--- src/sv/tkz_pkg.sv ---
// ----------------------------------------------------------------------------
// tkz_pkg: shared types and constants of the command-line tokenizer
// Lexer states, result kinds, operator codes, byte constants and the result
// bundle that travels from the lexer front to the output back end.
// ----------------------------------------------------------------------------
package tkz_pkg;

  // Lexer state, one-hot
  typedef enum logic [7:0] {
    LX_NORMAL    = 8'b0000_0001,
    LX_SQUOTE    = 8'b0000_0010,
    LX_DQUOTE    = 8'b0000_0100,
    LX_BSLASH    = 8'b0000_1000,
    LX_DQ_BSLASH = 8'b0001_0000,
    LX_GT        = 8'b0010_0000,
    LX_TWO       = 8'b0100_0000,
    LX_TWO_GT    = 8'b1000_0000
  } lex_state_t;

  // Result kinds
  typedef enum logic [2:0] {
    KIND_CHAR = 3'd0,
    KIND_WEND = 3'd1,
    KIND_OP   = 3'd2,
    KIND_OK   = 3'd3,
    KIND_ERR  = 3'd4
  } kind_t;

  // Operator codes carried in the value field
  localparam logic [7:0] OP_PIPE  = 8'd0;
  localparam logic [7:0] OP_AMP   = 8'd1;
  localparam logic [7:0] OP_GT    = 8'd2;
  localparam logic [7:0] OP_GTGT  = 8'd3;
  localparam logic [7:0] OP_2GT   = 8'd4;
  localparam logic [7:0] OP_2GTGT = 8'd5;

  // Bytes the lexer reacts to
  localparam logic [7:0] CH_BSLASH = 8'h5C;
  localparam logic [7:0] CH_SQUOTE = 8'h27;
  localparam logic [7:0] CH_DQUOTE = 8'h22;
  localparam logic [7:0] CH_SPACE  = 8'h20;
  localparam logic [7:0] CH_TAB    = 8'h09;
  localparam logic [7:0] CH_CR     = 8'h0D;
  localparam logic [7:0] CH_PIPE   = 8'h7C;
  localparam logic [7:0] CH_AMP    = 8'h26;
  localparam logic [7:0] CH_GT     = 8'h3E;
  localparam logic [7:0] CH_TWO    = 8'h32;
  localparam logic [7:0] CH_DOLLAR = 8'h24;
  localparam logic [7:0] CH_BTICK  = 8'h60;

  localparam int unsigned MAX_RES = 3;

  typedef struct packed {
    kind_t      kind;
    logic [7:0] value;
  } result_t;

  // All results one input item causes, in order; cnt of them are valid
  typedef struct packed {
    logic [1:0]                 cnt;
    result_t [MAX_RES-1:0]      res;
  } bundle_t;

  // Append one result to a bundle; a full bundle stays as it is
  function automatic bundle_t bundle_push(bundle_t b, kind_t k, logic [7:0] v);
    bundle_t o;
    o = b;
    if (b.cnt < 2'(MAX_RES)) begin
      o.res[b.cnt].kind  = k;
      o.res[b.cnt].value = v;
      o.cnt              = b.cnt + 2'd1;
    end
    return o;
  endfunction

endpackage

--- src/sv/tkz_front.sv ---
// ----------------------------------------------------------------------------
// tkz_front: lexer front end
// Classifies each accepted byte or end-of-line against the lexer state and
// produces the bundle of results it causes, in the same cycle.
// ----------------------------------------------------------------------------
module tkz_front (
  input  logic             clk,
  input  logic             rst_n,
  input  logic             accept,
  input  logic             mode,
  input  logic [7:0]       ch,
  output tkz_pkg::bundle_t bundle
);
  import tkz_pkg::*;

  lex_state_t state_r, state_nxt;
  logic       nonempty_r, nonempty_nxt;

  always_comb begin
    bundle_t b;
    logic    run_norm;
    logic    run_dq;
    b            = '0;
    run_norm     = 1'b0;
    run_dq       = 1'b0;
    state_nxt    = state_r;
    nonempty_nxt = nonempty_r;

    if (mode) begin
      case (state_r)
        LX_SQUOTE, LX_DQUOTE, LX_DQ_BSLASH: begin
          b = bundle_push(b, KIND_ERR, 8'd0);
        end
        LX_BSLASH: begin
          b = bundle_push(b, KIND_CHAR, CH_BSLASH);
          b = bundle_push(b, KIND_WEND, 8'd0);
          b = bundle_push(b, KIND_OK, 8'd0);
        end
        LX_GT: begin
          b = bundle_push(b, KIND_OP, OP_GT);
          b = bundle_push(b, KIND_OK, 8'd0);
        end
        LX_TWO: begin
          b = bundle_push(b, KIND_CHAR, CH_TWO);
          b = bundle_push(b, KIND_WEND, 8'd0);
          b = bundle_push(b, KIND_OK, 8'd0);
        end
        LX_TWO_GT: begin
          b = bundle_push(b, KIND_OP, OP_2GT);
          b = bundle_push(b, KIND_OK, 8'd0);
        end
        default: begin
          if (nonempty_r) b = bundle_push(b, KIND_WEND, 8'd0);
          b = bundle_push(b, KIND_OK, 8'd0);
        end
      endcase
      state_nxt    = LX_NORMAL;
      nonempty_nxt = 1'b0;
    end else begin
      // pending lookahead resolves first, then the byte may lex afresh
      case (state_r)
        LX_SQUOTE: begin
          if (ch == CH_SQUOTE) begin
            state_nxt = LX_NORMAL;
          end else begin
            b            = bundle_push(b, KIND_CHAR, ch);
            nonempty_nxt = 1'b1;
          end
        end
        LX_DQUOTE: begin
          run_dq = 1'b1;
        end
        LX_BSLASH: begin
          b            = bundle_push(b, KIND_CHAR, ch);
          nonempty_nxt = 1'b1;
          state_nxt    = LX_NORMAL;
        end
        LX_DQ_BSLASH: begin
          nonempty_nxt = 1'b1;
          if (ch inside {CH_DQUOTE, CH_BSLASH, CH_DOLLAR, CH_BTICK}) begin
            b         = bundle_push(b, KIND_CHAR, ch);
            state_nxt = LX_DQUOTE;
          end else begin
            b      = bundle_push(b, KIND_CHAR, CH_BSLASH);
            run_dq = 1'b1;
          end
        end
        LX_GT: begin
          if (ch == CH_GT) begin
            b         = bundle_push(b, KIND_OP, OP_GTGT);
            state_nxt = LX_NORMAL;
          end else begin
            b        = bundle_push(b, KIND_OP, OP_GT);
            run_norm = 1'b1;
          end
        end
        LX_TWO: begin
          if (ch == CH_GT) begin
            if (nonempty_r) b = bundle_push(b, KIND_WEND, 8'd0);
            nonempty_nxt = 1'b0;
            state_nxt    = LX_TWO_GT;
          end else begin
            b            = bundle_push(b, KIND_CHAR, CH_TWO);
            nonempty_nxt = 1'b1;
            run_norm     = 1'b1;
          end
        end
        LX_TWO_GT: begin
          if (ch == CH_GT) begin
            b         = bundle_push(b, KIND_OP, OP_2GTGT);
            state_nxt = LX_NORMAL;
          end else begin
            b        = bundle_push(b, KIND_OP, OP_2GT);
            run_norm = 1'b1;
          end
        end
        default: begin
          run_norm = 1'b1;
        end
      endcase

      if (run_dq) begin
        state_nxt = LX_DQUOTE;
        if (ch == CH_BSLASH) begin
          state_nxt = LX_DQ_BSLASH;
        end else if (ch == CH_DQUOTE) begin
          state_nxt = LX_NORMAL;
        end else begin
          b            = bundle_push(b, KIND_CHAR, ch);
          nonempty_nxt = 1'b1;
        end
      end

      if (run_norm) begin
        state_nxt = LX_NORMAL;
        if (ch == CH_BSLASH) begin
          state_nxt = LX_BSLASH;
        end else if (ch == CH_SQUOTE) begin
          state_nxt = LX_SQUOTE;
        end else if (ch == CH_DQUOTE) begin
          state_nxt = LX_DQUOTE;
        end else if (ch inside {CH_SPACE, [CH_TAB:CH_CR]}) begin
          if (nonempty_nxt) b = bundle_push(b, KIND_WEND, 8'd0);
          nonempty_nxt = 1'b0;
        end else if (ch == CH_PIPE || ch == CH_AMP || ch == CH_GT) begin
          if (nonempty_nxt) b = bundle_push(b, KIND_WEND, 8'd0);
          nonempty_nxt = 1'b0;
          if (ch == CH_PIPE)     b = bundle_push(b, KIND_OP, OP_PIPE);
          else if (ch == CH_AMP) b = bundle_push(b, KIND_OP, OP_AMP);
          else                   state_nxt = LX_GT;
        end else if (ch == CH_TWO) begin
          state_nxt = LX_TWO;
        end else begin
          b            = bundle_push(b, KIND_CHAR, ch);
          nonempty_nxt = 1'b1;
        end
      end
    end
    bundle = b;
  end

  always_ff @(posedge clk) begin
    if (!rst_n) begin
      state_r    <= LX_NORMAL;
      nonempty_r <= 1'b0;
    end else if (accept) begin
      state_r    <= state_nxt;
      nonempty_r <= nonempty_nxt;
    end
  end

endmodule

--- src/sv/tkz_queue.sv ---
// ----------------------------------------------------------------------------
// tkz_queue: result bundle queue
// Small first-in first-out store of bundles between lexer and output stage.
// ----------------------------------------------------------------------------
module tkz_queue #(
  parameter int unsigned DEPTH = 4
) (
  input  logic             clk,
  input  logic             rst_n,
  input  logic             wr_en,
  input  tkz_pkg::bundle_t wr_data,
  output logic             full,
  input  logic             rd_en,
  output tkz_pkg::bundle_t rd_data,
  output logic             empty
);
  import tkz_pkg::*;

  localparam int unsigned PW = (DEPTH > 1) ? $clog2(DEPTH) : 1;
  localparam int unsigned CW = $clog2(DEPTH + 1);
  localparam logic [PW-1:0] LAST_PTR = PW'(DEPTH - 1);

  bundle_t         mem_r [DEPTH];
  logic [PW-1:0]   wr_ptr_r, rd_ptr_r;
  logic [CW-1:0]   count_r;
  logic            do_wr, do_rd;

  assign full    = (count_r == CW'(DEPTH));
  assign empty   = (count_r == '0);
  assign do_wr   = wr_en && !full;
  assign do_rd   = rd_en && !empty;
  assign rd_data = mem_r[rd_ptr_r];

  always_ff @(posedge clk) begin
    if (do_wr) mem_r[wr_ptr_r] <= wr_data;
  end

  always_ff @(posedge clk) begin
    if (!rst_n) begin
      wr_ptr_r <= '0;
      rd_ptr_r <= '0;
      count_r  <= '0;
    end else begin
      if (do_wr) wr_ptr_r <= (wr_ptr_r == LAST_PTR) ? '0 : wr_ptr_r + 1'b1;
      if (do_rd) rd_ptr_r <= (rd_ptr_r == LAST_PTR) ? '0 : rd_ptr_r + 1'b1;
      if (do_wr && !do_rd)      count_r <= count_r + 1'b1;
      else if (do_rd && !do_wr) count_r <= count_r - 1'b1;
    end
  end

endmodule

--- src/sv/tkz_back.sv ---
// ----------------------------------------------------------------------------
// tkz_back: result sequencer
// Walks the head bundle into the output register one result per cycle while
// the output is not stalled, and marks the final result of each bundle.
// ----------------------------------------------------------------------------
module tkz_back (
  input  logic             clk,
  input  logic             rst_n,
  input  tkz_pkg::bundle_t head,
  input  logic             head_empty,
  output logic             pop,
  output logic             out_valid,
  input  logic             out_ready,
  output logic [2:0]       out_kind,
  output logic [7:0]       out_value,
  output logic             out_last
);
  import tkz_pkg::*;

  logic [1:0] idx_r;
  logic       valid_r;
  kind_t      kind_r;
  logic [7:0] value_r;
  logic       last_r;
  logic       load, is_last;
  result_t    cur;

  assign load    = !head_empty && (!valid_r || out_ready);
  assign cur     = head.res[idx_r];
  assign is_last = (idx_r == head.cnt - 2'd1);
  assign pop     = load && is_last;

  always_ff @(posedge clk) begin
    if (!rst_n) begin
      valid_r <= 1'b0;
      idx_r   <= '0;
    end else if (load) begin
      valid_r <= 1'b1;
      idx_r   <= is_last ? 2'd0 : idx_r + 2'd1;
    end else if (out_ready) begin
      valid_r <= 1'b0;
    end
  end

  // hold payload while stalled
  always_ff @(posedge clk) begin
    if (load) begin
      kind_r  <= cur.kind;
      value_r <= cur.value;
      last_r  <= is_last;
    end
  end

  assign out_valid = valid_r;
  assign out_kind  = kind_r;
  assign out_value = value_r;
  assign out_last  = last_r;

endmodule

--- src/sv/shell_command_line_tokenizer.sv ---
// ----------------------------------------------------------------------------
// shell_command_line_tokenizer: streaming shell word and operator tokenizer
// Splits a byte stream of command lines into word bytes, word ends, operator
// tokens and a per-line status.
// ----------------------------------------------------------------------------
// One byte or end-of-line marker is taken per transfer on the in_ stream and
// is lexed in the cycle it is accepted; its results (zero to three) go into
// a queue of QUEUE_DEPTH bundles and leave on the out_ stream at one result
// per cycle while out_tready is high, the last of each input item flagged
// by out_tlast. From an empty queue a result passes through the queue and
// output register before it is offered on out_. Input runs at one item per
// cycle while items average at most one result and out_tready is high, as
// the output register holds a single result; an item with two or three
// results holds the output stage for one transfer per result, after which
// a full queue drops in_tready. Items that produce nothing (quote marks, a
// pending backslash, a '2' or '>' held as lookahead) are never queued.
// Result kinds on out_tuser: 0 word byte, 1 word end, 2 operator, 3 line ok,
// 4 unclosed quote; out_tdata carries the byte or operator code
// (0 |, 1 &, 2 >, 3 >>, 4 2>, 5 2>>), zero otherwise.
module shell_command_line_tokenizer #(
  parameter int unsigned QUEUE_DEPTH = 4
) (
  input  logic       clk,
  input  logic       rst_n,
  input  logic       in_tvalid,
  output logic       in_tready,
  input  logic [7:0] in_tdata,   // [7:0] ch
  input  logic [0:0] in_tuser,   // [0] mode: 1 = end of line
  output logic       out_tvalid,
  input  logic       out_tready,
  output logic [7:0] out_tdata,  // [7:0] value
  output logic [2:0] out_tuser,  // [2:0] kind
  output logic       out_tlast
);
  import tkz_pkg::*;

  bundle_t fr_bundle;
  bundle_t q_head;
  logic    q_full, q_empty, q_pop;
  logic    in_fire, q_push;

  // accept whenever the queue has room; the lexer never stalls otherwise
  assign in_tready = !q_full;
  assign in_fire   = in_tvalid && in_tready;
  // drop items that decide nothing
  assign q_push    = in_fire && (fr_bundle.cnt != 2'd0);

  tkz_front u_front (
    .clk    (clk),
    .rst_n  (rst_n),
    .accept (in_fire),
    .mode   (in_tuser[0]),
    .ch     (in_tdata),
    .bundle (fr_bundle)
  );

  tkz_queue #(
    .DEPTH (QUEUE_DEPTH)
  ) u_queue (
    .clk     (clk),
    .rst_n   (rst_n),
    .wr_en   (q_push),
    .wr_data (fr_bundle),
    .full    (q_full),
    .rd_en   (q_pop),
    .rd_data (q_head),
    .empty   (q_empty)
  );

  tkz_back u_back (
    .clk        (clk),
    .rst_n      (rst_n),
    .head       (q_head),
    .head_empty (q_empty),
    .pop        (q_pop),
    .out_valid  (out_tvalid),
    .out_ready  (out_tready),
    .out_kind   (out_tuser),
    .out_value  (out_tdata),
    .out_last   (out_tlast)
  );

endmodule

--- config.mk ---
export PLATFORM = sky130hd
export DESIGN_NAME = shell_command_line_tokenizer
export DESIGN_NICKNAME = d
export VERILOG_FILES = /design/src/sv/tkz_pkg.sv /design/src/sv/tkz_front.sv /design/src/sv/tkz_queue.sv /design/src/sv/tkz_back.sv /design/src/sv/shell_command_line_tokenizer.sv
export SDC_FILE = /design/constraint.sdc
export NUM_CORES = 1
export LEC_CHECK = 0
export BUFFER_PORTS_ARGS = -buffer_cell sky130_fd_sc_hd__buf_4
export CAP_MARGIN = 20
export CORE_ASPECT_RATIO = 0.7
export CORE_MARGIN = 4
export CORE_UTILIZATION = 45
export DETAILED_ROUTE_END_ITERATION = 6
export PLACE_DENSITY = 0.59
export SLEW_MARGIN = 20
export SYNTH_ARGS = -nofsm -noshare
export SYNTH_HDL_FRONTEND = slang
export SYNTH_SLANG_ARGS = --single-unit
--- constraint.sdc ---
create_clock -name clk -period 8.2 [get_ports clk]
set_input_delay 1.64 -clock clk [delete_from_list [all_inputs] [get_ports clk]]
set_output_delay 1.64 -clock clk [all_outputs]
set_load 0.02 [all_outputs]
==> Word level (Yosys, flattened, before mapping) <==
Memory sizes are Yosys's and may differ from the RTL's. A register that Yosys moved wholly into a read port is not among the register bits.
Cells that the tools add are included.
{ "op_classes": {"add_sub_neg": 16, "div": 0, "order_cmp": 33, "n_shift": 0, "mul": 0, "n_eq_ne": 25, "muxes": 179, "bitwise": 0, "n_reduce_logical": 41} }
{ "ops": {"columns": ["operator", "count"], "rows": [
  ["$mux W35", 41],
  ["$bwmux W33", 23],
  ["$demux W11 S2", 20],
  ["$pmux W35 S6", 1],
  ["$mux W11", 19],
  ["$mux W8", 25],
  ["$pmux W35 S5", 1],
  ["$mux W34", 3],
  ["$eq A8 B6 Y1 const B", 8],
  ["$pmux W8 S5", 1],
  ["$lt A2 B3 Y1 const B", 11],
  ["$eq A8 B7 Y1 const B", 4],
  ["$add A2 B1 Y2 const B", 13],
  ["$mux W2", 13],
  ["$mux W1", 23],
  ["$bmux W11 S2", 1],
  ["$ge A2 B1 Y1 const B", 10],
  ["$lt A2 B2 Y1 const B", 10],
  ["$logic_and A1 B1 Y1", 19],
  ["$ne A5 B2 Y1 const B", 3],
  ["$mux W3", 3],
  ["$eq A8 B2 Y1 const B", 1],
  ["$eq A8 B3 Y1 const B", 1],
  ["$eq A8 B4 Y1 const B", 1],
  ["26 further kinds", 39]
]} }
{ "word_totals": {"latch_bits": 0, "register_bits": 31, "ramBits": 140, "word_cells": 305, "out_inout_bits": 14, "rom_bits": 0, "input_bits": 13, "mem_count": 1} }
{ "memory_table": {"columns": ["memory", "words", "width", "read_ports", "rd_ports_with_merged_regs", "wr", "line_no", "source"], "rows": [
  ["u_queue.mem_r", 4, 35, 1, 1, 1, "tkz_queue.sv:23", "bundle_t mem_r [DEPTH];"]
]} }

==> Depth between registers and ports, before layout <==
Gate-level depths: netlist of the first run.
{ "depth": {"depth_word": 54, "ltp_mapped": 17, "ltp_nobuf": 16} }

==> Modules after synthesis <==
From an unflattened synthesis of the first run, not the netlist that was laid out.
{ "hier_totals": {"cells_unflattened": 588, "area_unflattened_um2": 8361.8} }
{ "modules_own_cells": {"columns": ["module", "area_per_inst_um2", "seq_area_each_um2", "cells_per_inst", "instances"], "rows": [
  ["tkz_queue", 5582.9, 4384.2, 234, 1],
  ["tkz_front", 1953.1, 180.2, 278, 1],
  ["tkz_back", 800.8, 420.4, 73, 1],
  ["shell_command_line_tokenizer", 25.0, 0.0, 3, 1]
]} }

==> Least setup slack after synthesis of the first run <==
OpenSTA, ideal clock, no wires.
{ "synth_timing": {"kind": "input to register", "start": "input in_tdata[0]", "end": "register u_queue.count_r[2]", "setup_slack_ns": 2.692, "required_ns": 8.124, "n_path_buf": 1, "cell_stages": 17, "arrival_time_ns": 5.433, "path_cell_list": "buf_2 > nand4b_1 > nor4b_1 > o21ba_2 > nand3_1 > ha_1 > nor2b_1 > mux2i_1 > a2bb2oi_1 > a31oi_2 > a31oi_2 > ha_1 > inv_1 > fa_1 > xor2_1 > or3_1 > a21boi_0"} }
{ "synth_between": {"elab_chain_len": 37, "elab_cells_between_ends": 74, "cone_classes": "add/sub: 3; order compare: 5; eq/ne: 10; mux: 44; reduce/logical: 12"} }
{ "synth_lines": {"columns": ["item", "line_no", "source"], "rows": [
  ["start, declared", "shell_command_line_tokenizer.sv:27", "input logic [7:0] in_tdata,"],
  ["$eq A8 B6 Y1 (on tied branches)", null, null],
  ["$mux W34 (on tied branches)", "tkz_front.sv:98, tkz_front.sv:63", null],
  ["$pmux W35 S6", "tkz_front.sv:61", "case (state_r)"],
  ["$mux W35", "tkz_front.sv:29", "if (mode) begin"],
  ["$add A2 B1 Y2 or $lt A2 B2 Y1 (tied branches)", "tkz_pkg.sv:71, tkz_pkg.sv:68", null],
  ["$mux W35", "tkz_pkg.sv:68", "if (b.cnt < 2'(MAX_RES)) begin"],
  ["$mux W35", "tkz_front.sv:126", "end else if (ch == CH_DQUOTE) begin"],
  ["$mux W35", "tkz_front.sv:124", "if (ch == CH_BSLASH) begin"],
  ["[... 22 more ...]", null, null],
  ["$mux W35 *", "tkz_front.sv:29", null],
  ["$reduce_bool A2 Y1 *", "shell_command_line_tokenizer.sv:46", "assign q_push = in_fire && (fr_bundle.cnt != 2'd0);"],
  ["$logic_and A1 B1 Y1 *", "shell_command_line_tokenizer.sv:46", null],
  ["$logic_and A1 B1 Y1 *", "tkz_queue.sv:30", "assign do_wr = wr_en && !full;"],
  ["via u_queue.do_wr", "tkz_queue.sv:26", "logic do_wr, do_rd;"],
  ["$logic_not A1 Y1", "tkz_queue.sv:47", "else if (do_rd && !do_wr) count_r <= count_r - 1'b1;"],
  ["$logic_and A1 B1 Y1", "tkz_queue.sv:47", null],
  ["$reduce_bool A2 Y1 (no source line)", null, null],
  ["end signal, assigned", "tkz_queue.sv:46", "if (do_wr && !do_rd) count_r <= count_r + 1'b1;"],
  ["end signal, assigned", "tkz_queue.sv:47", null],
  ["end, declared", "tkz_queue.sv:25", "logic [CW-1:0] count_r;"]
]} }
The timed path passes the listed nets; every way through them passes the cells marked *. The select of a mux whose other input is x is not followed.
A chain may end at the register's enable or synchronous reset.

==> Worst setup path in the final report of the first run <==
{ "layout_timing": {"start": "input in_tdata[4]", "end": "register u_queue.count_r[2]"} }
The elaborated chain is that of the path after synthesis.

==> results of run 1 <==
placed cells by master (no fill, tap or decap), drive strengths merged, types with 9 or more instances in the layout:
| cell | count |
|---|---|
| a21oi | 17 |
| a31oi | 9 |
| and2 | 21 |
| buf | 35 |
| clkbuf | 17 |
| conb | 28 |
| dfxtp | 21 |
| edfxtp | 144 |
| inv | 26 |
| mux2i | 17 |
| mux4 | 33 |
| nand2 | 43 |
| nand3 | 17 |
| nor2 | 38 |
| nor2b | 10 |
| nor3 | 15 |
| o21ai | 16 |
| o22ai | 12 |
| or3 | 9 |
path summary, 6_finish.rpt:
check / end / startpoint / cells past startpoint
hold reg to reg: u_back.out_valid$_SDFFE_PN0P_ / u_back.out_valid$_SDFFE_PN0P_ / 2
hold / removal: u_back.out_valid$_SDFFE_PN0P_ / u_back.out_valid$_SDFFE_PN0P_ / 2
setup / recovery: u_queue.count_r[2]$_SDFFE_PN0P_ / in_tdata[4] / 17
setup reg to reg: u_queue.count_r[2]$_SDFFE_PN0P_ / u_front.state_r[5]$_SDFFE_PN0P_ / 16
sequential cells by signal, summed over array words and instances, names as in the netlist, named ones only:
name                flops
u_queue.count_r         3
u_back.out_valid        1
u_queue.rd_ptr_r        2
u_queue.wr_ptr_r        2
u_front.nonempty_r      1
u_back.idx_r            2
u_front.state_r         8
u_back.out_kind         3
u_queue.mem_r         132
u_back.out_last         1
u_back.out_value        8
cell type report:
class	count	area share
clock inverters	15	0.02099
flip-flops and latches	165	0.5343
well taps	225	0.03169
multi-input cells	381	0.3275
inverters	19	0.008029
repair buffers	35	0.02958
clock buffers	17	0.04789
critical path, delay by kind of cell:
kind | cells | cell delay [ns]
simple gates | 5 | 1.60
compound gates | 5 | 1.18
fa+ha+maj | 3 | 1.05
mux | 1 | 0.28
buf+inv | 2 | 0.23
xor+xnor | 1 | 0.18
power groups by stage:
stage | Sequential (uW) | Combinational (uW) | Clock [uW]
final | 1110 | 641 | 816
after global routing | 1120 | 714 | 872
after CTS | 1110 | 656 | 832
after detailed placement | 1130 | 655 | 0
after global placement | 1120 | 649 | 0
after floorplan | 1160 | 416 | 0
cells by family after synthesis:
| logic type | count (synthesis) |
|---|---|
| flops | 165 |
| other cells | 1 |
| buf+inv | 53 |
| compound gates | 94 |
| xor+xnor | 10 |
| simple gates | 190 |
| fa+ha+maj | 8 |
| mux | 51 |
stage by stage:
step                      area, um2  worst slack (ns)  total power, uW    util
after global placement         8270             2.221             1770  0.4985
after global routing           8882             2.016             2706  0.5354
after CTS                      8882             2.427             2598  0.5354
after detailed placement       8270             1.980             1782  0.4985
after floorplan                7855             2.692             1576       -
final                          8882             2.393             2565  0.5354
metal layers:
metal,GRT usage,routed length [um],up-vias
li1,-,-,2273
met1,0.2932,8683,2494
met2,0.2753,7851,136
met3,0.03885,733,17
met4,0.04779,221,0
met5,0,0,-
==> summary.md, run 1 <==
| Metric | Value |
|---|---|
| CP max FO | 13 |
| Synthesized area | 7754 um2 |
| Final nets | 640 |
| Synth area leaders | edfxtp_1 56%, mux4_2 9.6%, dfxtp_1 5.4% |
| Drt first pass iters | 5 |
| DRT Wirelength | 17.49 mm |
| Vias in the first global route | 4950 |
| Combinational share of power | 0.250 |
| # Post-CTS Setup Buffers | 0 |
| Share of total power in sequential cells | 0.432 |
| Critical-path cell list | buf_4 > nand4b_1 > nor4b_1 > o21ba_2 > nand3_1 > ha_1 > nor2b_1 > mux2i_1 > a2bb2oi_1 > a31oi_2 > a31oi_2 > ha_1 > inv_1 > fa_1 > xor2_1 > or3_1 > a21boi_0 |
| Post-route setup TNS | 0 ns |
| Flops & latches, synth | 165 |
| Die Y-Extent | 117.8 um |
| Placeable Area | 16590 um2 |
| Critical Path Max Stage Delay | 0.79 ns |
| Critical-path top delay cell | nor4b_1 |
| Gate Count Post-Synth | 572 |
| Post-synth EDFFs | 144 |
| Top_reg_cell synth | edfxtp_1 |
| CTS buffer count | 17 |
| Top-area cell type share of the netlist area | 0.5577 |
| Fraction of the mapped netlist area in simple logic gates | 0.1331 |
| Starting Density | 0.4673 |
| Fin cells | 857 |
| Max Cap Violations | 0 |
| Type of the worst setup path | primary input to flip-flop |
| Clk sinks | 165 |
| CP Data Required Time | 8.55 ns |
| Hold WC Path Type | flip-flop to flip-flop |
| Post-synthesis mux area share | 0.1193 |
| Drt drc | 0 |
| Combinational family with the most area after synthesis | simple AND/OR/NAND/NOR gates |
| Row cnt | 39 |
| Clk slew on worst S/H paths | 0.07 ns |
| Synth unique cells | 64 |
| Die area | 19430 um2 |
| Final Hold Viols | 0 |
| Yosys top cell by area | edfxtp_1 |
| Worst-Margin Slew | 1.025 ns |
| I/O pin count | 27 |
| Asr flop ratio synth | 0 |
| Minimum clock period | 5.807 ns |
| Wire length of the first global-routing pass | 28.12 mm |
| F_max | 0.1722 GHz |
| Post-DP HPWL | 11.83 mm |
| Area grow syn2layout | 14.56% |
| Yosys Warn Count | 0 |
| Fillers | 1412 |
| Slew Limit Fails | 0 |
| Syn avg cell area | 13.56 um2 |
| Worst hold slack | 0.4927 ns |
| Switching share of power | 0.2956 |
| Most common cell in the netlist | edfxtp_1 |
| GR Overflow Total | 0 |
| Cts hold-fix bufs | 0 |
| Clk pwr share | 0.318 |
| Peak VDD IR | 0.1428 mV |
| Gr usage total | 0.1902 |
| GPL Wtd Cong | 0.9673 |
| Antenna viol nets, final | 0 |
| Commonest cells post-synth | 144 x edfxtp_1, 42 x nand2_1, 38 x nor2_1 |
| Via density | 5.741 |
| PD cells | 288.8 nW/um2 |
| Final Cycle Share | 0.7082 |
| Initial antenna violation count | 0 |
| Via count | 4920 |
| Endpoints failing setup | 0 |
| Post-DR wirelength/cell | 20.41 um |
| Die Wd | 164.9 um |
| R2R setup slack | 3.24 ns |
| Power Internal | 1807 uW |
| Slew HR | 0.3079 |
| TritonCTS clock tree | done |
| Unrepaired setup endpoints after global routing | no |
| Layout cell share with drive strength beyond 1 | 0.1835 |
| ANT cells | 0 |
| Post-Synth Adder-Cell Area | 0.01388 |
| Pin count of the biggest net entering global routing | 34 |
| DP Cell Count | 825 |
| Multi-input gate area | 2909 um2 |
| Port Buffer Count | 26 |
| Clock Tree Buf Depth | 2 |
| Psw | 758.1 uW |
| Leak | 0.003040 uW |
| Clock Skews | 0.01185 ns |
| Crit. End Element | flip-flop |
| Insertion delay to the later sink of the worst-skew pair | 0.42 ns |
| Clock tree root driver cell | clkbuf_16 |
| WP data arrival | 6.16 ns |
| Status | finished, final reports clean |
| Post-synthesis sequential area ratio | 0.6119 |
| H-tree depth | 4 |
| Area fraction in compound gates after synthesis | 0.08294 |
| Iteration-0 DRC Markers | 510 |
| # resized after CTS | 0 |
| Register Area | 4746 um2 |
| Startpoint types | primary input |
| Post-synthesis xor/xnor area fraction | 0.01130 |
Note: power is estimated with default switching activity, not from simulation.
==> inputs of run 2 (changes only) <==
clock period = 5.76 ns   (was 8.2 ns; I/O delays follow)
==> run 2 against run 1 <==
Net effect:
- sequential share of layout area up 0.060 points
- routed wire length rose by 1.4%
- sequential cell count unchanged
- clock power grew 34%
- combinational power is 42% higher
- largest cell class unchanged
- highest routed layer unchanged
==> summary.md, run 2 (synthesis gave the netlist of run 1 again) <==
| Metric | Value |
|---|---|
| Status | finished, final reports clean (unchanged) |
| Clk sinks | 165 (unchanged) |
| Die area | 19430 um2 (unchanged) |
| Drt first pass iters | 4 (was 5) |
| WP data arrival | 5.36 ns (was 6.16 ns) |
| Slew Limit Fails | 0 (unchanged) |
| CP max FO | 13 (unchanged) |
| GR Overflow Total | 0 (unchanged) |
| Combinational share of power | 0.254 (was 0.250) |
| Most frequent cells in the layout | 144 x edfxtp_1, 42 x nand2_1, 40 x buf_4 (was 144 x edfxtp_1, 42 x nand2_1, 38 x nor2_1) |
| Leading cell type in the layout, fill and taps excluded | edfxtp_1 (unchanged) |
| Hold WC Path Type | flip-flop to flip-flop (unchanged) |
| Power Internal | 2523 uW (was 1807 uW) |
| Placeable Area | 16590 um2 (unchanged) |
| Depth of the worst register-to-register path | 17 (was 16) |
| Layout cell share with drive strength beyond 1 | 0.1855 (was 0.1835) |
| I/O pin count | 27 (unchanged) |
| Minimum clock period | 5.013 ns |
| Switching share of power | 0.2950 (was 0.2956) |
| Post-route setup TNS | 0 ns (unchanged) |
| Via count | 4883 (was 4920) |
| ANT cells | 0 (unchanged) |
| Tot Pwr | 3579 uW (was 2565 uW) |
| Starting Density | 0.4673 (unchanged) |
| Leak | 0.003048 uW (was 0.003040 uW) |
| Final Cell Area | 8872 um2 (was 8882 um2) |
| Final Hold Viols | 0 (unchanged) |
| Antenna viol nets, final | 0 (unchanged) |
| Row cnt | 39 (unchanged) |
| H-tree depth | 4 (unchanged) |
| Psw | 1056 uW (was 758.1 uW) |
| GPL Wtd Cong | 0.8715 (was 0.9673) |
| Startpoint of the worst register-to-register path | u_front.state_r[4]$_SDFFE_PN0P_ (was u_front.state_r[5]$_SDFFE_PN0P_) |
| Cts hold-fix bufs | 0 (unchanged) |
| Gr usage total | 0.1939 (was 0.1902) |
| R2R Path End | u_queue.count_r[2]$_SDFFE_PN0P_ (unchanged) |
| # Post-CTS Setup Buffers | 0 (unchanged) |
| PD cells | 403.4 nW/um2 (was 288.8 nW/um2) |
| CP Capture Point | u_queue.count_r[2]$_SDFFE_PN0P_ (unchanged) |
| Final nets | 645 (was 640) |
| Clk slew on worst S/H paths | 0.07 ns (about the same) |
| Post-DP HPWL | 12.31 mm (was 11.83 mm) |
| Crit. End Element | flip-flop (unchanged) |
| Share of total power in sequential cells | 0.443 (was 0.432) |
| Final Cycle Share | 0.8704 |
| Via density | 5.671 (was 5.741) |
| CTS buffer count | 17 (unchanged) |
| Wire length of the first global-routing pass | 28.34 mm (was 28.12 mm) |
| Placed inst area | 8303 um2 (was 8270 um2) |
| Worst hold slack | 0.4939 ns (was 0.4927 ns) |
| Initial antenna violation count | 0 (unchanged) |
| Clk pwr share | 0.303 (was 0.318) |
| Pin count of the biggest net entering global routing | 34 (unchanged) |
| Port Buffer Count | 26 (unchanged) |
| Peak VDD IR | 0.1794 mV (was 0.1428 mV) |
| Clock Skews | 0.008624 ns (was 0.01185 ns) |
| Startpoint types | primary input (unchanged) |
| Die Wd | 164.9 um (unchanged) |
| Worst-Margin Slew | 0.7974 ns (was 1.025 ns) |
| Post-DR wirelength/cell | 20.60 um (was 20.41 um) |
| Clock tree root driver cell | clkbuf_16 (unchanged) |
| Unrepaired setup endpoints after global routing | no (unchanged) |
| R2R setup slack | 1.09 ns (was 3.24 ns) |
| F_max | 0.1995 GHz |
| Hold path startpoint | u_back.out_valid$_SDFFE_PN0P_ (unchanged) |
| Endpoints failing setup | 0 (unchanged) |
| Vias in the first global route | 4905 (was 4950) |
| Drt drc | 0 (unchanged) |
| Die Y-Extent | 117.8 um (unchanged) |
| Slew HR | 0.4614 (was 0.3079) |
| Most flop-heavy register | u_queue.mem_r (unchanged) |
| Clock Tree Buf Depth | 2 (unchanged) |
| Insertion delay to the later sink of the worst-skew pair | 0.42 ns (about the same) |
| Max FFs per register | 132 (unchanged) |
| Setup crit start | in_tdata[4] (unchanged) |
| TritonCTS clock tree | done (unchanged) |
| DRT Wirelength | 17.74 mm (was 17.49 mm) |
| Max Cap Violations | 0 (unchanged) |
| # resized after CTS | 0 (unchanged) |
| Fillers | 1434 (was 1412) |
| Iteration-0 DRC Markers | 359 (was 510) |
| Area grow syn2layout | 14.43% (was 14.56%) |
| Type of the worst setup path | primary input to flip-flop (unchanged) |
| CP Data Required Time | 6.11 ns (was 8.55 ns) |
[run 2: changes by cell type in the layout (fill, tap and decap cells not counted), sizes merged]
cell | previous run | this run
buf | 35 | 40
bufinv | 2 | 1
clkinv | 3 | 4
clkinvlp | 3 | 2
[run 2: per-stage QoR]
stage	worst slack [ns]	util	cells
2_1_floorplan	0.7396	-	599
3_3_place_gp	0.4974	0.5005	830
3_5_place_dp	0.3820	0.5005	830
4_1_cts	0.8235	0.5348	861
5_1_grt	0.4115	0.5348	861
6_report	0.7467	0.5348	861
[run 2: power groups by stage]
| stage | combinational, uW | clock, uW | sequential [uW] |
|---|---|---|---|
| floorplan | 592 | 0 | 1650 |
| global placement | 917 | 0 | 1600 |
| finish | 908 | 1090 | 1590 |
| CTS | 924 | 1110 | 1590 |
| detailed placement | 924 | 0 | 1610 |
| global route | 1000 | 1170 | 1600 |
[run 2: worst min-delay path by stage]
stage                                        to  cells past startpoint
4_1_cts           u_back.out_valid$_SDFFE_PN0P_                      2
3_5_place_dp      u_back.out_valid$_SDFFE_PN0P_                      2
6_report          u_back.out_valid$_SDFFE_PN0P_                      2
5_1_grt        u_queue.wr_ptr_r[1]$_SDFFE_PN0P_                      2
2_1_floorplan  u_queue.wr_ptr_r[1]$_SDFFE_PN0P_                      2
3_3_place_gp      u_back.out_valid$_SDFFE_PN0P_                      2
[run 2: layer usage]
| layer | track usage | wire length (um) | up-vias | part of all wire |
|---|---|---|---|---|
| met4 | 0.06545 | 245 | 0 | 0.014 |
| met2 | 0.2807 | 7903 | 92 | 0.45 |
| met1 | 0.2960 | 9058 | 2481 | 0.51 |
| met5 | 0 | 0 | - | 0 |
| li1 | - | - | 2293 | - |
| met3 | 0.03255 | 528 | 17 | 0.030 |
[run 2: worst max-delay path: stages]
cell and delay (ns):
buf_4 0.16, nand4b_1 0.17, nor4b_1 0.36, buf_4 0.20
o21ba_2 0.18, nand3_1 0.19, ha_1 0.36, nor2b_1 0.14
mux2i_1 0.26, a2bb2oi_1 0.24, a31oi_2 0.14, a31oi_2 0.39
ha_1 0.26, inv_1 0.07, fa_1 0.44, xor2_1 0.18
or3_1 0.30, a21boi_0 0.15
[run 2: layout make-up]
type	instances	area, um2	area share
clock inverters	14	143.9	0.01622
well taps	225	281.5	0.03173
multi-input cells	381	2904	0.3273
flip-flops and latches	165	4746	0.5349
repair buffers	40	300.3	0.03385
clock buffers	17	425.4	0.04795
inverters	19	71.32	0.008038
==> inputs of run 3 (changes only) <==
SYNTH_HIERARCHICAL = 1   (was default)
==> run 3 against run 2 <==
Net effect:
- via count grew 2.9%
- critical endpoint is now u_queue/count_r[2]$_SDFFE_PN0P_
- area after synthesis rose by 7.8%
- largest cell class unchanged
- critical path depth rose by 2
- final cell count unchanged
- fmax shrank 1.2%
- routed wire length rose by 4.1%
- hold slack better by 0.027 ns
- non-clock buffer count fell by 1
- first-iteration DRC count is 37% higher
- global-route usage is 0.87 points lower
- synthesized cell count increased by 2.8%
==> summary.md, run 3 <==
| Metric | Value |
|---|---|
| Status | finished, final reports clean (unchanged) |
| Post-DR wirelength/cell | 21.44 um (was 20.60 um) |
| Yosys top cell by area | edfxtp_1 (unchanged) |
| Iteration-0 DRC Markers | 491 (was 359) |
| Critical Path Max Stage Delay | 0.42 ns (was 0.44 ns) |
| Final Cycle Share | 0.8808 (was 0.8704) |
| Port Buffer Count | 26 (unchanged) |
| Leading cell type in the layout, fill and taps excluded | edfxtp_1 (unchanged) |
| Via count | 5024 (was 4883) |
| CTS buffer count | 17 (unchanged) |
| GR Overflow Total | 0 (unchanged) |
| Post-route setup TNS | 0 ns (unchanged) |
| GPL Wtd Cong | 0.9033 (was 0.8715) |
| Startpoint types | primary input (unchanged) |
| Syn avg cell area | 14.22 um2 (was 13.56 um2) |
| Top_reg_cell synth | edfxtp_1 (unchanged) |
| CP top delay family | simple AND/OR/NAND/NOR gates (unchanged) |
| Initial antenna violation count | 0 (unchanged) |
| PD cells | 401.5 nW/um2 (was 403.4 nW/um2) |
| Clk sinks | 173 (was 165) |
| Tot Pwr | 3724 uW (was 3579 uW) |
| Clk slew on worst S/H paths | 0.07 ns (about the same) |
| Post-synthesis sequential area ratio | 0.5961 (was 0.6119) |
| Drt drc | 0 (unchanged) |
| Gate Count Post-Synth | 588 (was 572) |
| Commonest cells post-synth | 152 x edfxtp_1, 41 x nand2_1, 30 x mux4_2, 30 x nor2_1, 21 x dfxtp_1 (was 144 x edfxtp_1, 42 x nand2_1, 38 x nor2_1) |
| Minimum clock period | 5.073 ns (was 5.013 ns) |
| Row cnt | 41 (was 39) |
| Post-synth EDFFs | 152 (was 144) |
| Type of the worst setup path | primary input to flip-flop (unchanged) |
| Yosys Warn Count | 6 (was 0) |
| Most frequent CP cell | ha_1 |
| # resized after CTS | 0 (unchanged) |
| Crit. End Element | flip-flop (unchanged) |
| Die area | 20860 um2 (was 19430 um2) |
| Critical-path top delay cell | nor4b_4 (was fa_1) |
| Cts hold-fix bufs | 0 (unchanged) |
| Crit path buffers/inverters | 2 (was 3) |
| F_max | 0.1971 GHz (was 0.1995 GHz) |
| Area grow syn2layout | 10.94% (was 14.43%) |
| I/O pin count | 27 (unchanged) |
| Final Hold Viols | 0 (unchanged) |
| Wire length of the first global-routing pass | 29.04 mm (was 28.34 mm) |
| TritonCTS clock tree | done (unchanged) |
| Insertion delay to the later sink of the worst-skew pair | 0.43 ns (was 0.42 ns) |
| Gr usage total | 0.1852 (was 0.1939) |
| Unrepaired setup endpoints after global routing | no (unchanged) |
| Peak VDD IR | 0.3464 mV (was 0.1794 mV) |
| Slew Limit Fails | 0 (unchanged) |
| Asr flop ratio synth | 0 (unchanged) |
| Synth area leaders | edfxtp_1 55%, mux4_2 8.1%, dfxtp_1 5.0% (was edfxtp_1 56%, mux4_2 9.6%, dfxtp_1 5.4%) |
| Layout cell share with drive strength beyond 1 | 0.2112 (was 0.1855) |
| Top-area cell type share of the netlist area | 0.5459 (was 0.5577) |
| CP Data Required Time | 6.08 ns (was 6.11 ns) |
| Drt first pass iters | 5 (was 4) |
| Worst-Margin Slew | 1.078 ns (was 0.7974 ns) |
| Pin count of the biggest net entering global routing | 36 (was 34) |
| Clock Skews | 0.02300 ns (was 0.008624 ns) |
| Final nets | 633 (was 645) |
| H-tree depth | 4 (unchanged) |
| Die Y-Extent | 122.1 um (was 117.8 um) |
| Clock tree root driver cell | clkbuf_16 (unchanged) |
| Vias in the first global route | 4997 (was 4905) |
| Post-DP HPWL | 12.50 mm (was 12.31 mm) |
| Worst hold slack | 0.5208 ns (was 0.4939 ns) |
| Most flop-heavy register | u_queue/mem_r (was u_queue.mem_r) |
| Die Wd | 170.9 um (was 164.9 um) |
| Starting Density | 0.4618 (was 0.4673) |
| CP max FO | 10 (was 13) |
| Via density | 5.835 (was 5.671) |
| Critical-path cell list | buf_4 > nor4b_4 > nand2_2 > o311a_4 > nor2_1 > nand2_1 > ha_1 > a21oi_2 > or3_4 > mux2i_1 > mux2_1 > a31oi_1 > o21a_1 > nor2b_1 > ha_1 > inv_1 > fa_1 > xor2_1 > or3_1 > a21boi_0 (was buf_4 > nand4b_1 > nor4b_1 > buf_4 > o21ba_2 > nand3_1 > ha_1 > nor2b_1 > mux2i_1 > a2bb2oi_1 > a31oi_2 > a31oi_2 > ha_1 > inv_1 > fa_1 > xor2_1 > or3_1 > a21boi_0) |
| Slew HR | 0.2731 (was 0.4614) |
| # Post-CTS Setup Buffers | 0 (unchanged) |
| ANT cells | 0 (unchanged) |
| Synthesized area | 8362 um2 (was 7754 um2) |
| Most common cell in the netlist | edfxtp_1 (unchanged) |
| Flops & latches, synth | 173 (was 165) |
| WP data arrival | 5.40 ns (was 5.36 ns) |
| DRT Wirelength | 18.46 mm (was 17.74 mm) |
| Max FFs per register | 140 (was 132) |
| Clock Tree Buf Depth | 2 (unchanged) |
| Max Cap Violations | 0 (unchanged) |
| Endpoints failing setup | 0 (unchanged) |
| Placeable Area | 18110 um2 (was 16590 um2) |
| Antenna viol nets, final | 0 (unchanged) |
| Synth unique cells | 87 (was 64) |
| Most frequent cells in the layout | 152 x edfxtp_1, 41 x nand2_1, 35 x buf_4 (was 144 x edfxtp_1, 42 x nand2_1, 40 x buf_4) |
| Hold WC Path Type | flip-flop to flip-flop (unchanged) |
| Leak | 0.003117 uW (was 0.003048 uW) |
## run 3: area by class of cell
class	count	area (um2)
clock buffers	23	447.9
clock inverters	9	87.58
fillers	1525	8832
inverters	14	52.55
multi-input cells	367	3064
flip-flops and latches	173	4986
well taps	236	295.3
repair buffers	39	342.8
## run 3: metal layers
layer / global-route usage / wire (um)
met1: 0.2801 / 8974
met2: 0.2720 / 8070
met3: 0.04768 / 1252
met4: 0.03909 / 158
met5: 0 / 0
## run 3: path summary, 6_finish.rpt
check                                    from                                to  slack, ns  cells after the start
min          u_queue/wr_ptr_r[1]$_SDFFE_PN0P_  u_queue/wr_ptr_r[1]$_SDFFE_PN0P_       0.52                      2
max reg2reg   u_front/state_r[1]$_SDFFE_PN0P_   u_queue/count_r[2]$_SDFFE_PN0P_       0.84                     20
max                               in_tdata[0]   u_queue/count_r[2]$_SDFFE_PN0P_       0.69                     20
min reg2reg  u_queue/wr_ptr_r[1]$_SDFFE_PN0P_  u_queue/wr_ptr_r[1]$_SDFFE_PN0P_       0.52                      2
## run 3: cells by family (layout without fill, tap and decap cells)
group	count (synthesis)	count (layout)	share of synthesized area
adders and majority gates	8	8	0.01287
buffers and inverters	56	85	0.04100
muxes	54	54	0.1203
xor gates and xnor gates	9	9	0.009426
DFF	173	173	0.5961
other	1	9	0.0004485
and+or+nand+nor	192	192	0.1384
AOI/OAI and AO/OA	95	95	0.08140
## run 3: worst min-delay path, cell delays in order, from the launching register on
cell	delay [ns]
dfxtp_1	0.35
nand2_1	0.07
mux2i_1	0.05
## run 3: power by group
group / switching [uW] / total [uW] / internal (uW)
clock: 458 / 1060 / 597
sequential: 86.4 / 1710 / 1620
combinational: 540 / 958 / 418
total: 1080 / 3720 / 2640
## run 3: per-stage QoR
step	std cells	instance area, um2	setup slack (ns)	utilization
2_1_floorplan	596	8392	0.5086	-
3_3_place_gp	829	8741	0.4770	0.4827
3_5_place_dp	829	8741	0.3172	0.4827
4_1_cts	861	9276	0.7442	0.5123
5_1_grt	861	9276	0.4079	0.5123
6_report	861	9276	0.6865	0.5123
